## src/gamepad_teleop_conditioner_assert.svh

```systemverilog
// assertion macros for the gamepad teleop conditioner
// no dependencies
`ifndef GAMEPAD_TELEOP_CONDITIONER_ASSERT_SVH
`define GAMEPAD_TELEOP_CONDITIONER_ASSERT_SVH
// implication checked on every clock edge outside reset
`define GTC_ASSERT_IMPL(label, clk, rst, ante, cons) \
   label: assert property (@(posedge clk) disable iff (rst) (ante) |-> (cons)) \
      else $error("gtc assertion failed");
// next-cycle implication
`define GTC_ASSERT_NEXT(label, clk, rst, ante, cons) \
   label: assert property (@(posedge clk) disable iff (rst) (ante) |=> (cons)) \
      else $error("gtc assertion failed");
`endif

```

## src/gtc_pkg.sv

```systemverilog
// package for the gamepad teleop conditioner: widths, register indexes, types
// no dependencies
package gtc_pkg;
   localparam int NumButtons = 16;
   localparam int NumAxes = 8;
   localparam int NumEntries = 4;
   localparam int NumOptions = 4;
   localparam int CsrIdxW = 3;
   localparam int CsrDataW = 64;
   localparam int DivSteps = 31;

   localparam logic [CsrIdxW-1:0] RegDeadzone = 3'd0;
   localparam logic [CsrIdxW-1:0] RegAxisMap = 3'd1;
   localparam logic [CsrIdxW-1:0] RegApiCond = 3'd2;
   localparam logic [CsrIdxW-1:0] RegInBtns = 3'd3;
   localparam logic [CsrIdxW-1:0] RegInVals = 3'd4;
   localparam logic [CsrIdxW-1:0] RegSelMode = 3'd5;
   localparam logic [CsrIdxW-1:0] RegSelBtns = 3'd6;
   localparam logic [CsrIdxW-1:0] RegSelCodes = 3'd7;

   typedef enum logic [1:0] {
      ST_IDLE,
      ST_AXIS,
      ST_OUT
   } state_type;

   // divider start request and result
   typedef struct packed {
      logic        start;
      logic [15:0] num;   // mag - dz, up to 32768
      logic [15:0] den;   // 32768 - dz
   } div_req_type;

   typedef struct packed {
      logic        done;
      logic [16:0] quot;
   } div_rsp_type;
endpackage

```

## src/gamepad_teleop_conditioner.sv

```systemverilog
// top level of the gamepad teleop conditioner: checks, codes, selector, axis sequencer
// depends on gtc_pkg, gtc_divider and gamepad_teleop_conditioner_assert.svh
//
// channel | dir | fields
// req_    | in  | tdata: buttons, btn count, axis count, axis_0..axis_7
// rsp_    | out | tdata: accepted, api flag, in code, sel code, vel x/y, yaw rate, index
// csr_    | in  | write enable, index, data
//
// a word is held from acceptance until its result is taken: each of the three axes
// outside the deadzone starts the divider and waits for its 31 steps and the result,
// an axis inside it is skipped, then the output word is built and held until taken
// reset is synchronous; it clears the state, the configuration registers, last buttons and the option index
// req_tready is low from acceptance until the result word is taken
// a rejected report skips the axes and gives an all-zero word, accepted clear too
`include "gamepad_teleop_conditioner_assert.svh"
module gamepad_teleop_conditioner (
   input  logic         clock,
   input  logic         reset,
   input  logic         req_tvalid,
   output logic         req_tready,
   // buttons[15:0], btn count[20:16], axis count[24:21], axis_0..7 at 25+16k
   input  logic [159:0] req_tdata,
   output logic         rsp_tvalid,
   input  logic         rsp_tready,
   // accepted[0], api flag[1], in code[17:2], sel code[33:18],
   // vel x[49:34], vel y[65:50], yaw rate[81:66], selected_index[83:82]
   output logic [87:0]  rsp_tdata,
   input  logic         csr_wen,
   input  logic [gtc_pkg::CsrIdxW-1:0]  csr_index,
   input  logic [gtc_pkg::CsrDataW-1:0] csr_wdata
);
   logic [14:0] dz_ff;
   logic [11:0] amap_ff;
   logic [31:0] api_ff;
   logic [19:0] inb_ff, selb_ff;
   logic [63:0] inv_ff, selc_ff;
   logic [12:0] mode_ff;
   logic [15:0] last_ff, last_in;
   logic [1:0]  opt_ff, opt_in;

   gtc_pkg::state_type st_ff, st_in;
   logic [159:0] item_ff;
   logic [1:0]   ax_ff, ax_in;
   logic [47:0]  vel_ff, vel_in;
   logic [87:0]  out_ff, out_in;
   logic         neg_ff, neg_in, flip_ff, flip_in;
   logic         dreq_busy_ff;

   gtc_pkg::div_req_type dreq;
   gtc_pkg::div_rsp_type drsp;

   gtc_divider u_div (.clock(clock), .reset(reset), .req(dreq), .rsp(drsp));

   // report decode from the held word
   logic [4:0]  bcnt;
   logic [3:0]  acnt;
   logic [15:0] bmask, pressed, rising;
   logic        ok, nav, api, prv, nxt;
   logic [15:0] in_code, sel_code;
   logic [1:0]  last_opt, init_opt, opt_step;
   logic [3:0]  mentry;
   logic [15:0] raw, mag;
   logic        zero_ax;

   always_comb begin
      bcnt = (item_ff[20:16] > 5'd16) ? 5'd16 : item_ff[20:16];
      acnt = (item_ff[24:21] > 4'd8) ? 4'd8 : item_ff[24:21];
      bmask = (bcnt == 5'd16) ? 16'hFFFF : ((16'd1 << bcnt[3:0]) - 16'd1);
      pressed = item_ff[15:0] & bmask;
      nav = mode_ff[0];
      ok = 1'b1;
      for (int i = 0; i < 3; i++)
         if ({1'b0, amap_ff[4*i +: 3]} >= acnt) ok = 1'b0;
      if ((api_ff[15:0] & ~bmask) != 16'd0) ok = 1'b0;
      for (int i = 0; i < gtc_pkg::NumEntries; i++)
         if (inb_ff[5*i+4] && {1'b0, inb_ff[5*i +: 4]} >= bcnt) ok = 1'b0;
      if (nav) begin
         if ({1'b0, mode_ff[4:1]} >= bcnt) ok = 1'b0;
         if ({1'b0, mode_ff[8:5]} >= bcnt) ok = 1'b0;
      end else begin
         for (int i = 0; i < gtc_pkg::NumEntries; i++)
            if (selb_ff[5*i+4] && {1'b0, selb_ff[5*i +: 4]} >= bcnt) ok = 1'b0;
      end
      api = (api_ff[15:0] != 16'd0) &&
            (((pressed ^ api_ff[31:16]) & api_ff[15:0]) == 16'd0);
      // first match scans from the lowest priority so the first entry wins
      in_code = 16'd0;
      sel_code = 16'd0;
      for (int i = gtc_pkg::NumEntries - 1; i >= 0; i--) begin
         if (inb_ff[5*i+4] && pressed[inb_ff[5*i +: 4]]) in_code = inv_ff[16*i +: 16];
         if (selb_ff[5*i+4] && pressed[selb_ff[5*i +: 4]]) sel_code = selc_ff[16*i +: 16];
      end
      rising = pressed & ~last_ff;
      last_opt = mode_ff[10:9];
      prv = rising[mode_ff[4:1]];
      nxt = rising[mode_ff[8:5]];
      opt_step = (opt_ff > last_opt) ? last_opt : opt_ff;
      if (prv && !nxt) opt_step = (opt_step == 2'd0) ? last_opt : opt_step - 2'd1;
      else if (nxt && !prv) opt_step = (opt_step >= last_opt) ? 2'd0 : opt_step + 2'd1;
      init_opt = (csr_wdata[12:11] > csr_wdata[10:9]) ? csr_wdata[10:9] : csr_wdata[12:11];
      mentry = amap_ff[4*ax_ff +: 4];
      raw = item_ff[25 + 16*mentry[2:0] +: 16];
      mag = raw[15] ? (16'd0 - raw) : raw;
      zero_ax = mag <= {1'b0, dz_ff};
   end

   // sequencer
   always_comb begin
      st_in = st_ff;
      ax_in = ax_ff;
      vel_in = vel_ff;
      out_in = out_ff;
      neg_in = neg_ff;
      flip_in = flip_ff;
      last_in = last_ff;
      opt_in = opt_ff;
      dreq.start = 1'b0;
      dreq.num = mag - {1'b0, dz_ff};
      dreq.den = 16'h8000 - {1'b0, dz_ff};
      req_tready = 1'b0;
      unique case (st_ff)
         gtc_pkg::ST_IDLE: begin
            req_tready = 1'b1;
            if (req_tvalid) begin
               st_in = gtc_pkg::ST_AXIS;
               ax_in = 2'd0;
               vel_in = '0;
            end
         end
         gtc_pkg::ST_AXIS: begin
            if (!ok) begin
               out_in = '0;
               st_in = gtc_pkg::ST_OUT;
            end else if (drsp.done) begin
               vel_in[16*ax_ff +: 16] = (neg_ff != flip_ff) ?
                  16'd0 - ((drsp.quot > 17'd32767) ? 16'h7FFF : drsp.quot[15:0]) :
                  ((drsp.quot > 17'd32767) ? 16'h7FFF : drsp.quot[15:0]);
               ax_in = ax_ff + 2'd1;
            end else if (!dreq_busy_ff) begin
               if (ax_ff == 2'd3) begin
                  if (nav) opt_in = opt_step;
                  last_in = pressed;
                  out_in = {4'd0, nav ? opt_step : opt_ff, vel_ff,
                            nav ? selc_ff[16*opt_step +: 16] : sel_code,
                            in_code, api, 1'b1};
                  st_in = gtc_pkg::ST_OUT;
               end else if (zero_ax) begin
                  ax_in = ax_ff + 2'd1;
               end else begin
                  dreq.start = 1'b1;
                  neg_in = raw[15];
                  flip_in = mentry[3];
               end
            end
         end
         gtc_pkg::ST_OUT: begin
            if (rsp_tready) st_in = gtc_pkg::ST_IDLE;
         end
         default: st_in = gtc_pkg::ST_IDLE;
      endcase
      if (csr_wen && csr_index == gtc_pkg::RegSelMode) opt_in = init_opt;
   end

   // divider busy tracking
   always_ff @(posedge clock) begin
      if (reset) dreq_busy_ff <= 1'b0;
      else if (dreq.start) dreq_busy_ff <= 1'b1;
      else if (drsp.done) dreq_busy_ff <= 1'b0;
   end

   always_ff @(posedge clock) begin
      if (reset) begin
         st_ff <= gtc_pkg::ST_IDLE;
         dz_ff <= '0; amap_ff <= '0; api_ff <= '0; inb_ff <= '0;
         inv_ff <= '0; mode_ff <= '0; selb_ff <= '0; selc_ff <= '0;
         last_ff <= '0; opt_ff <= '0; ax_ff <= '0;
      end else begin
         st_ff <= st_in;
         ax_ff <= ax_in;
         last_ff <= last_in;
         opt_ff <= opt_in;
         if (csr_wen) begin
            unique case (csr_index)
               gtc_pkg::RegDeadzone: dz_ff <= csr_wdata[14:0];
               gtc_pkg::RegAxisMap:  amap_ff <= csr_wdata[11:0];
               gtc_pkg::RegApiCond:  api_ff <= csr_wdata[31:0];
               gtc_pkg::RegInBtns:   inb_ff <= csr_wdata[19:0];
               gtc_pkg::RegInVals:   inv_ff <= csr_wdata;
               gtc_pkg::RegSelMode:  mode_ff <= csr_wdata[12:0];
               gtc_pkg::RegSelBtns:  selb_ff <= csr_wdata[19:0];
               gtc_pkg::RegSelCodes: selc_ff <= csr_wdata;
               default: ;
            endcase
         end
      end
      if (req_tvalid && req_tready) item_ff <= req_tdata;
      vel_ff <= vel_in;
      out_ff <= out_in;
      neg_ff <= neg_in;
      flip_ff <= flip_in;
   end

   assign rsp_tvalid = (st_ff == gtc_pkg::ST_OUT);
   assign rsp_tdata = out_ff;

   `GTC_ASSERT_IMPL(a_ready_idle, clock, reset, req_tready, !rsp_tvalid)
   `GTC_ASSERT_IMPL(a_div_only_axis, clock, reset, dreq.start, st_ff == gtc_pkg::ST_AXIS)
   `GTC_ASSERT_NEXT(a_hold_out, clock, reset, rsp_tvalid && !rsp_tready,
                    rsp_tvalid && $stable(rsp_tdata))
endmodule

```

## src/gtc_divider.sv

```systemverilog
// shared restoring divider: (num << 15) / den, one quotient bit a cycle
// depends on gtc_pkg
module gtc_divider (
   input  logic                 clock,
   input  logic                 reset,
   input  gtc_pkg::div_req_type req,
   output gtc_pkg::div_rsp_type rsp
);
   logic [4:0]  cnt_ff, cnt_in;
   logic        busy_ff, busy_in;
   logic [16:0] rem_ff, rem_in;
   logic [30:0] dvd_ff, dvd_in;
   logic [16:0] quot_ff, quot_in;
   logic [16:0] trial;
   logic        done_ff, done_in;

   always_comb begin
      busy_in = busy_ff;
      cnt_in = cnt_ff;
      rem_in = rem_ff;
      dvd_in = dvd_ff;
      quot_in = quot_ff;
      done_in = 1'b0;
      trial = {rem_ff[15:0], dvd_ff[30]} - {1'b0, req.den};
      if (req.start) begin
         busy_in = 1'b1;
         cnt_in = 5'd0;
         rem_in = '0;
         dvd_in = {req.num[15:0], 15'd0};
         quot_in = '0;
      end else if (busy_ff) begin
         dvd_in = {dvd_ff[29:0], 1'b0};
         if (!trial[16]) begin
            rem_in = trial;
            quot_in = {quot_ff[15:0], 1'b1};
         end else begin
            rem_in = {rem_ff[15:0], dvd_ff[30]};
            quot_in = {quot_ff[15:0], 1'b0};
         end
         cnt_in = cnt_ff + 5'd1;
         if (cnt_ff == 5'(gtc_pkg::DivSteps - 1)) begin
            busy_in = 1'b0;
            done_in = 1'b1;
         end
      end
   end

   always_ff @(posedge clock) begin
      if (reset) begin
         busy_ff <= 1'b0;
         done_ff <= 1'b0;
         cnt_ff <= '0;
      end else begin
         busy_ff <= busy_in;
         done_ff <= done_in;
         cnt_ff <= cnt_in;
      end
      rem_ff <= rem_in;
      dvd_ff <= dvd_in;
      quot_ff <= quot_in;
   end

   assign rsp.done = done_ff;
   assign rsp.quot = quot_ff;
endmodule
```

## config.mk

```make
export PLATFORM = sky130hd
export DESIGN_NAME = gamepad_teleop_conditioner
export DESIGN_NICKNAME = d
export VERILOG_FILES = /design/src/gtc_pkg.sv /design/src/gamepad_teleop_conditioner.sv /design/src/gtc_divider.sv
export VERILOG_INCLUDE_DIRS = /design/src /design/src/src
export SDC_FILE = /design/constraint.sdc
export NUM_CORES = 1
export LEC_CHECK = 0
export ABC_AREA = 1
export ABC_CLOCK_PERIOD_IN_PS = 16700
export BUFFER_PORTS_ARGS = -buffer_cell sky130_fd_sc_hd__buf_4
export CAP_MARGIN = 20
export CORE_MARGIN = 2
export CORE_UTILIZATION = 60
export DETAILED_ROUTE_END_ITERATION = 10
export MAX_ROUTING_LAYER = met4
export PLACE_DENSITY_LB_ADDON = 0.2
export RECOVER_POWER = 50
export SYNTH_ARGS = -nofsm -noshare
export SYNTH_HDL_FRONTEND = slang
export SYNTH_SLANG_ARGS = --single-unit
```

## constraint.sdc

```tcl
create_clock -name clock -period 16.7 [get_ports clock]
set_input_delay 0.835 -clock clock [delete_from_list [all_inputs] [get_ports clock]]
set_output_delay 0.835 -clock clock [all_outputs]
set_load 0.005 [all_outputs]
```

==> impl_results.md, run 1 <==
- Post-CTS Resized: 0
- Post-synth top area share: 0.297
- Fin. Hold Viols: 0
- Synth cell types: 65
- Setup Skew: 0.0298 ns
- DR DRC count: 0
- # IOs: 322
- Via count: 27000
- H-tree depth: 2
- Clock power share: 0.233
- Syn Std Cell Area: 30700 sq um
- Vias in the first global route: 24500
- HP Class: input pin to register
- Routed WL: 85300 um
- Rows: 82
- TritonCTS Sinks: 604
- Most frequent cells after synthesis: nand2_1, o21ai_0, nor2_1
- Psw: 2.47 mW
- Clk buf depth: 3
- P per Cell Area: 176 nW/um^2
- Detailed Place HPWL: 56700 um
- DR pass1 iterations: 6
- Synth area leaders: edfxtp_1, dfxtp_1, o21ai_0
- MaxCap Viol Count: 4
- Slew HR: -1.71
- Final setup viols: 0
- Sw Share: 0.400
- Status: finished with violations
- Initial Utilization: 0.610
- Grt ovf: 0
- Drt wl/cell: 18.2 um
- Clk_lat worst skew: 0.64 ns
- Antenna violations before repair: 3
- FF+latch count, synth: 604
- RSZ-0062 raised after global routing: no
- R2R Path End: item_ff[100]
- Crit Path Class: register to register
- Critical Path Max Stage Delay: 2.89 ns
- Hold path start: req_tdata[0]
- Internal power: 3.71 mW
- Count leader, synth: nand2_1
- CP required: 16.85 ns
- Post-CTS Setup Bufs: 0
- Critical path's slowest cell: clkbuf_1
- Crit path top cell by count: clkbuf_1
- GPL Wtd Cong: 0.964
- Synthesized area per cell: 8.20 sq um
- Worst hold slack: 0.391 ns
- Crit path max-delay family: buffers and inverters
- Reg2Reg Depth: 7
- Reg-to-reg critical path startpoint: st_ff[0]
- Fin crit share: 0.450
- Die Y: 230 um
- EDFF count, synth: 303
- Cell taking the most area after synthesis: edfxtp_1
- Tmin final: 7.52 ns
- Crit-path cells: nor2_1 -> inv_1 -> nor2_1 -> nor2_4 -> clkbuf_1 -> clkbuf_1 -> clkbuf_1
- Die Wd: 230 um
- Synthesized instance count: 3739
- Core box area: 50300 sq um
- Peak supply drop: 0.000117 V
- Worst Max-Slew Pin Slew: 4.06 ns
- Area delta synth->final: 14.8%
- Port-buffer cells: 310
- Clk slew on worst S/H paths: 0.06 ns
- Gr usage total: 0.322
- Setup TNS: 0 ns
- CTS Buf Count: 61
- Total Power: 6.18 mW
- First-pass GRT wire length: 132000 um
- Asr flop ratio synth: 0
- CP max FO: 80
- LEAKAGE: 14.5 nW
- Vias per std cell: 5.77
- Sequential share of power: 0.344
- CP arrival: 7.67 ns
- Fraction of layout cells with a size suffix above 1: 0.124
- Routed Antenna Nets: 0
- Seq/Total Area, Yosys: 0.493
- Final Max Slew Viols: 293
- Fin util: 0.701
- Nature of the critical path endpoint: register
- Flop2flop setup slack: 9.18 ns
- CTS tree: done
- Buffers & Inverters on Critical Path: 4
- Max Freq: 133 MHz
- Hold Buf Count CTS: 0
- Nets: 4272
- Hold path depth: 1
- Initial DRC Count: 2910
- Top FF cell, synth: edfxtp_1
- Yosys warns: 0
- Stages on the worst setup path: 7
- Die footprint: 53000 sq um
- Root Driver: clkbuf_16
- Failing checks: capacitance limit, slew limit
- Largest net degree at the start of global routing: 123
- Hold Path End: item_ff[0]
- Crit start category: register
- Comb power frac: 0.424
area by class of cell:
| type | instances | area [sq um] |
|---|---|---|
| diodes | 3 | 7.51 |
| clock buffers | 78 | 1680 |
| clock inverters | 36 | 435 |
| fillers | 4087 | 15000 |
| inverters | 439 | 1650 |
| multi-input cells | 2498 | 13000 |
| flip-flops and latches | 604 | 15100 |
| well taps | 672 | 841 |
| repair buffers | 343 | 2450 |
layout by cell type, fill, tap and decap left out, types with 5 or more instances in the layout:
cell and n:
clkbuf_16 62, nor4_1 9, o22ai_1 36, dfxtp_1 301, o221ai_1 15, xnor2_1 17
clkinv_1 10, xor2_1 54, edfxtp_1 303, inv_1 419, o31ai_1 6, nor2_2 8
buf_4 93, a31oi_1 22, o211ai_1 51, nor3_1 23, ha_1 91, nand2_2 13
o21bai_1 8, o21ai_1 25, o21ai_0 466, or2_2 21, inv_2 11, nand4_1 27
clkbuf_4 215, nand2_1 519, clkbuf_8 7, clkbuf_1 43, clkinv_2 12, clkinvlp_2 5
a21oi_1 360, bufinv_16 9, nor2_1 444, o2111ai_1 14, o21ai_2 12, nand3_1 197
how the worst max path moves through the flow:
| stage | start | endpoint |
|---|---|---|
| 2_1_floorplan | req_tvalid | vel_ff[0] |
| 3_3_place_gp | ax_ff[1] | u_div.dvd_ff[15] |
| 3_5_place_dp | ax_ff[1] | u_div.dvd_ff[15] |
| 4_1_cts | ax_ff[1] | u_div.dvd_ff[15] |
| 5_1_grt | st_ff[0] | item_ff[100] |
| 6_report | st_ff[0] | item_ff[100] |
power groups by stage:
stage	registers (mW)	clock network [mW]	logic (mW)
global placement	2.13	0	2.55
detailed placement	2.14	0	2.60
finish	2.13	1.44	2.62
CTS	2.11	1.45	2.61
global route	2.16	1.51	2.93
floorplan	2.14	0	1.95
cell families (layout without fill, tap and decap cells):
group	after synthesis	in the layout	synth area share
AOI/OAI and AO/OA	1046	1046	0.188
xor gates and xnor gates	71	71	0.0203
adders and majority gates	93	93	0.0384
buffers and inverters	640	896	0.0835
DFF	604	604	0.493
muxes	6	6	0.00220
other	1	7	0.000122
and+or+nand+nor	1278	1278	0.175
registers in the layout, summed over array words and instances (netlist names), 20 cells and up:
register   count
api_ff        32
inb_ff        20
inv_ff        64
item_ff      153
rsp_tdata     84
selb_ff       20
selc_ff       64
vel_ff        48
worst register-to-register path, cell delays in order, from the launching register on:
cell	delay, ns
dfxtp_1	0.45
nor2_1	0.13
inv_1	0.14
nor2_1	0.10
nor2_4	0.08
clkbuf_1	0.50
clkbuf_1	2.90
clkbuf_1	2.72
layer usage:
layer / global-route usage / up-vias / routed length [um]
met5: - / - / 0
li1: - / 13100 / -
met3: 0.0564 / 215 / 8370
met2: 0.484 / 1278 / 38000
met1: 0.435 / 12400 / 35400
met4: 0.129 / 0 / 3440
per-stage QoR:
step / setup WS (ns) / area (sq um) / std cells
finish: 9.18 / 35200 / 4673
global route: 8.54 / 35200 / 4673
CTS: 9.86 / 35300 / 4669
detailed placement: 9.94 / 33200 / 4555
global placement: 10.05 / 33200 / 4554
floorplan: 5.82 / 30700 / 3742
(Power assumes the default switching activity.)
==> inputs of run 2 (changes only) <==
--- a/config.mk
+++ b/config.mk
@@ -7,7 +7,7 @@
 export NUM_CORES = 1
 export LEC_CHECK = 0
 export ABC_AREA = 1
-export ABC_CLOCK_PERIOD_IN_PS = 16700
+export ABC_CLOCK_PERIOD_IN_PS = 7550
 export BUFFER_PORTS_ARGS = -buffer_cell sky130_fd_sc_hd__buf_4
 export CAP_MARGIN = 20
 export CORE_MARGIN = 2
==> constraint.sdc (replaced) <==
create_clock -name clock -period 7.55 [get_ports clock]
set_input_delay 0.3775 -clock clock [delete_from_list [all_inputs] [get_ports clock]]
set_output_delay 0.3775 -clock clock [all_outputs]
set_load 0.005 [all_outputs]
==> impl_results.md, run 2 (same netlist as run 1, synthesis figures left out) <==
- Status: finished with violations
- Failing checks: capacitance limit, slew limit
- P per Cell Area: 376 nW/um^2 (+110%)
- Final Max Slew Viols: 327 (+12%)
- DR pass1 iterations: 6 (unchanged)
- Met1 usage: 0.459 (+0.0244)
- Max Freq: 145 MHz (+9.2%)
- R2R Path End: u_div.dvd_ff[24]
- Nets: 4444 (+4.0%)
- Number of flip-flops in the largest register: 153 (unchanged)
- CTS tree: done
- Clk buf depth: 3 (unchanged)
- Core box area: 50300 sq um (unchanged)
- Cell Count, Final, Fillers Out: 4847 (+3.7%)
- Gr usage total: 0.358 (+0.0363)
- Via count: 28600 (+6.0%)
- Clk_lat worst skew: 0.64 ns (about the same)
- MaxCap Viol Count: 4 (unchanged)
- Largest net degree at the start of global routing: 136 (+11%)
- Commonest non-fill, non-tap cell in the layout: nand2_1
- Total Power: 13.9 mW (+120%)
- Setup Skew: 0.0251 ns (-0.00472 ns)
- GPL Wtd Cong: 0.942 (-2.3%)
- Die Y: 230 um (unchanged)
- Dpl cells: 4563 (+0.18%)
- Crit Path Class: register to register
- CTS Buf Count: 61 (unchanged)
- Worst Max-Slew Pin Slew: 4.48 ns (+0.418 ns)
- Peak supply drop: 0.000263 V (+120%)
- Final setup viols: 0 (unchanged)
- Post-CTS Setup Bufs: 0 (unchanged)
- Clk slew on worst S/H paths: 0.07 ns (about the same)
- Reg2Reg Depth: 22 (+15)
- Tmin final: 6.88 ns (-0.637 ns)
- Initial Utilization: 0.610 (unchanged)
- Met3 GRT Util: 0.0646 (+0.00818)
- TritonCTS Sinks: 604 (unchanged)
- Met2 GRT Util: 0.551 (+0.0671)
- Fraction of layout cells with a size suffix above 1: 0.118 (-0.00583)
- H-tree depth: 2 (unchanged)
- CP max FO: 31 (-61%)
- CP required: 7.83 ns (-9.02 ns)
- Die footprint: 53000 sq um (unchanged)
- Rows: 82 (unchanged)
- Busiest grt layer: met2
- First-pass GRT wire length: 146000 um (+10%)
- Fin crit share: 0.912 (+0.461)
- Die Wd: 230 um (unchanged)
- Register with the most flip-flops: item_ff
- DR DRC count: 0 (unchanged)
- Layout fillers: 3772 (-7.7%)
- Fin. Hold Viols: 0 (unchanged)
- Hold path start: csr_wdata[45]
- Vias per std cell: 5.90 (+2.2%)
- CP arrival: 7.16 ns (-0.51 ns)
- Reg-to-reg critical path startpoint: ax_ff[1]
- # IOs: 322 (unchanged)
- Setup TNS: 0 ns (unchanged)
- Grt ovf: 0 (unchanged)
- Crit path from: ax_ff[1]
- LEAKAGE: 15.2 nW (+4.6%)
- Root Driver: clkbuf_16
- Initial DRC Count: 3731 (+28%)
- Slew HR: -1.99 (-0.278)
- Drt wl/cell: 19.7 um (+7.8%)
- Hold Path End: inv_ff[45]
- Most frequent cells in the layout: nand2_1, o21ai_0, nor2_1
- Routed Antenna Nets: 0 (unchanged)
- Flop2flop setup slack: 0.67 ns (-8.51 ns)
- Port-buffer cells: 310 (unchanged)
- Detailed Place HPWL: 57300 um (+1.1%)
- Hold path depth: 3 (+2)
- RSZ-0062 raised after global routing: no
- HP Class: input pin to register
- Antenna violations before repair: 5 (+2)
- Routed WL: 95300 um (+12%)
- Nature of the critical path endpoint: register
- Area delta synth->final: 20.2%
- Crit start category: register
- Vias in the first global route: 26400 (+7.8%)
==> run 2: timing repair <==
action                    CTS  global route
hold endpoints to repair  165             0
gates resized for setup     0             0
hold buffers              162             0
==> run 2: worst max path at each step <==
stage                            end  slack, ns
detailed placement  u_div.dvd_ff[15]       1.07
finish              u_div.dvd_ff[24]       0.67
global route        u_div.dvd_ff[24]       0.15
global placement    u_div.dvd_ff[15]       1.20
floorplan                  vel_ff[0]       1.51
CTS                 u_div.dvd_ff[24]       1.02
==> run 2: layout make-up <==
class,instances,area (sq um),share of cell area
sequential,604,15100,0.410
multi-input combinational,2498,13000,0.353
timing repair buffer,515,4170,0.113
clock buffer,76,1690,0.0458
inverter,439,1650,0.0448
tap,672,841,0.0228
clock inverter,38,352,0.00954
antenna,5,12.5,0.000339
==> run 2: metal layers <==
layer / wire [um] / vias to the layer above / part of all wire
met5: 0 / - / 0
met4: 5180 / 0 / 0.054
met2: 43300 / 1724 / 0.45
met3: 9740 / 353 / 0.10
li1: - / 13400 / -
met1: 37100 / 13100 / 0.39
==> run 2: worst max-delay path: stages, from the launching register on <==
cell	delay [ns]
dfxtp_1	0.45
inv_1	0.24
nor2_1	0.36
nand2_1	0.09
nand2_1	0.51
inv_2	0.47
o21ai_0	0.28
o221ai_1	0.20
nand2_1	0.33
clkinv_1	0.36
nand2_1	0.14
o21ai_0	0.17
fa_1	0.48
nand3_1	0.09
nand2_1	0.09
a221oi_1	0.51
o221ai_1	0.26
a21oi_1	0.28
o21ai_4	0.14
nand3_4	0.12
nor2_8	0.07
nor2_2	0.42
inv_1	0.46
==> run 2: per-stage QoR <==
step                      setup slack [ns]  instance area (sq um)  utilization  hold WS [ns]
final                                0.667                  36900        0.733        0.0211
after global routing                 0.150                  36900        0.733        0.0270
after CTS                             1.02                  36900        0.735       0.00232
after detailed placement              1.07                  33300        0.662         0.442
after global placement                1.20                  33300        0.662         0.434
after floorplan                       1.51                  30700            -         0.425
==> run 2: power by group <==
group          internal [mW]  total, mW  leakage (nW)  switching [mW]
registers               4.37       4.71          5.37           0.341
logic                   2.03       6.03          8.85            4.00
clock network           1.78       3.12         0.984            1.33
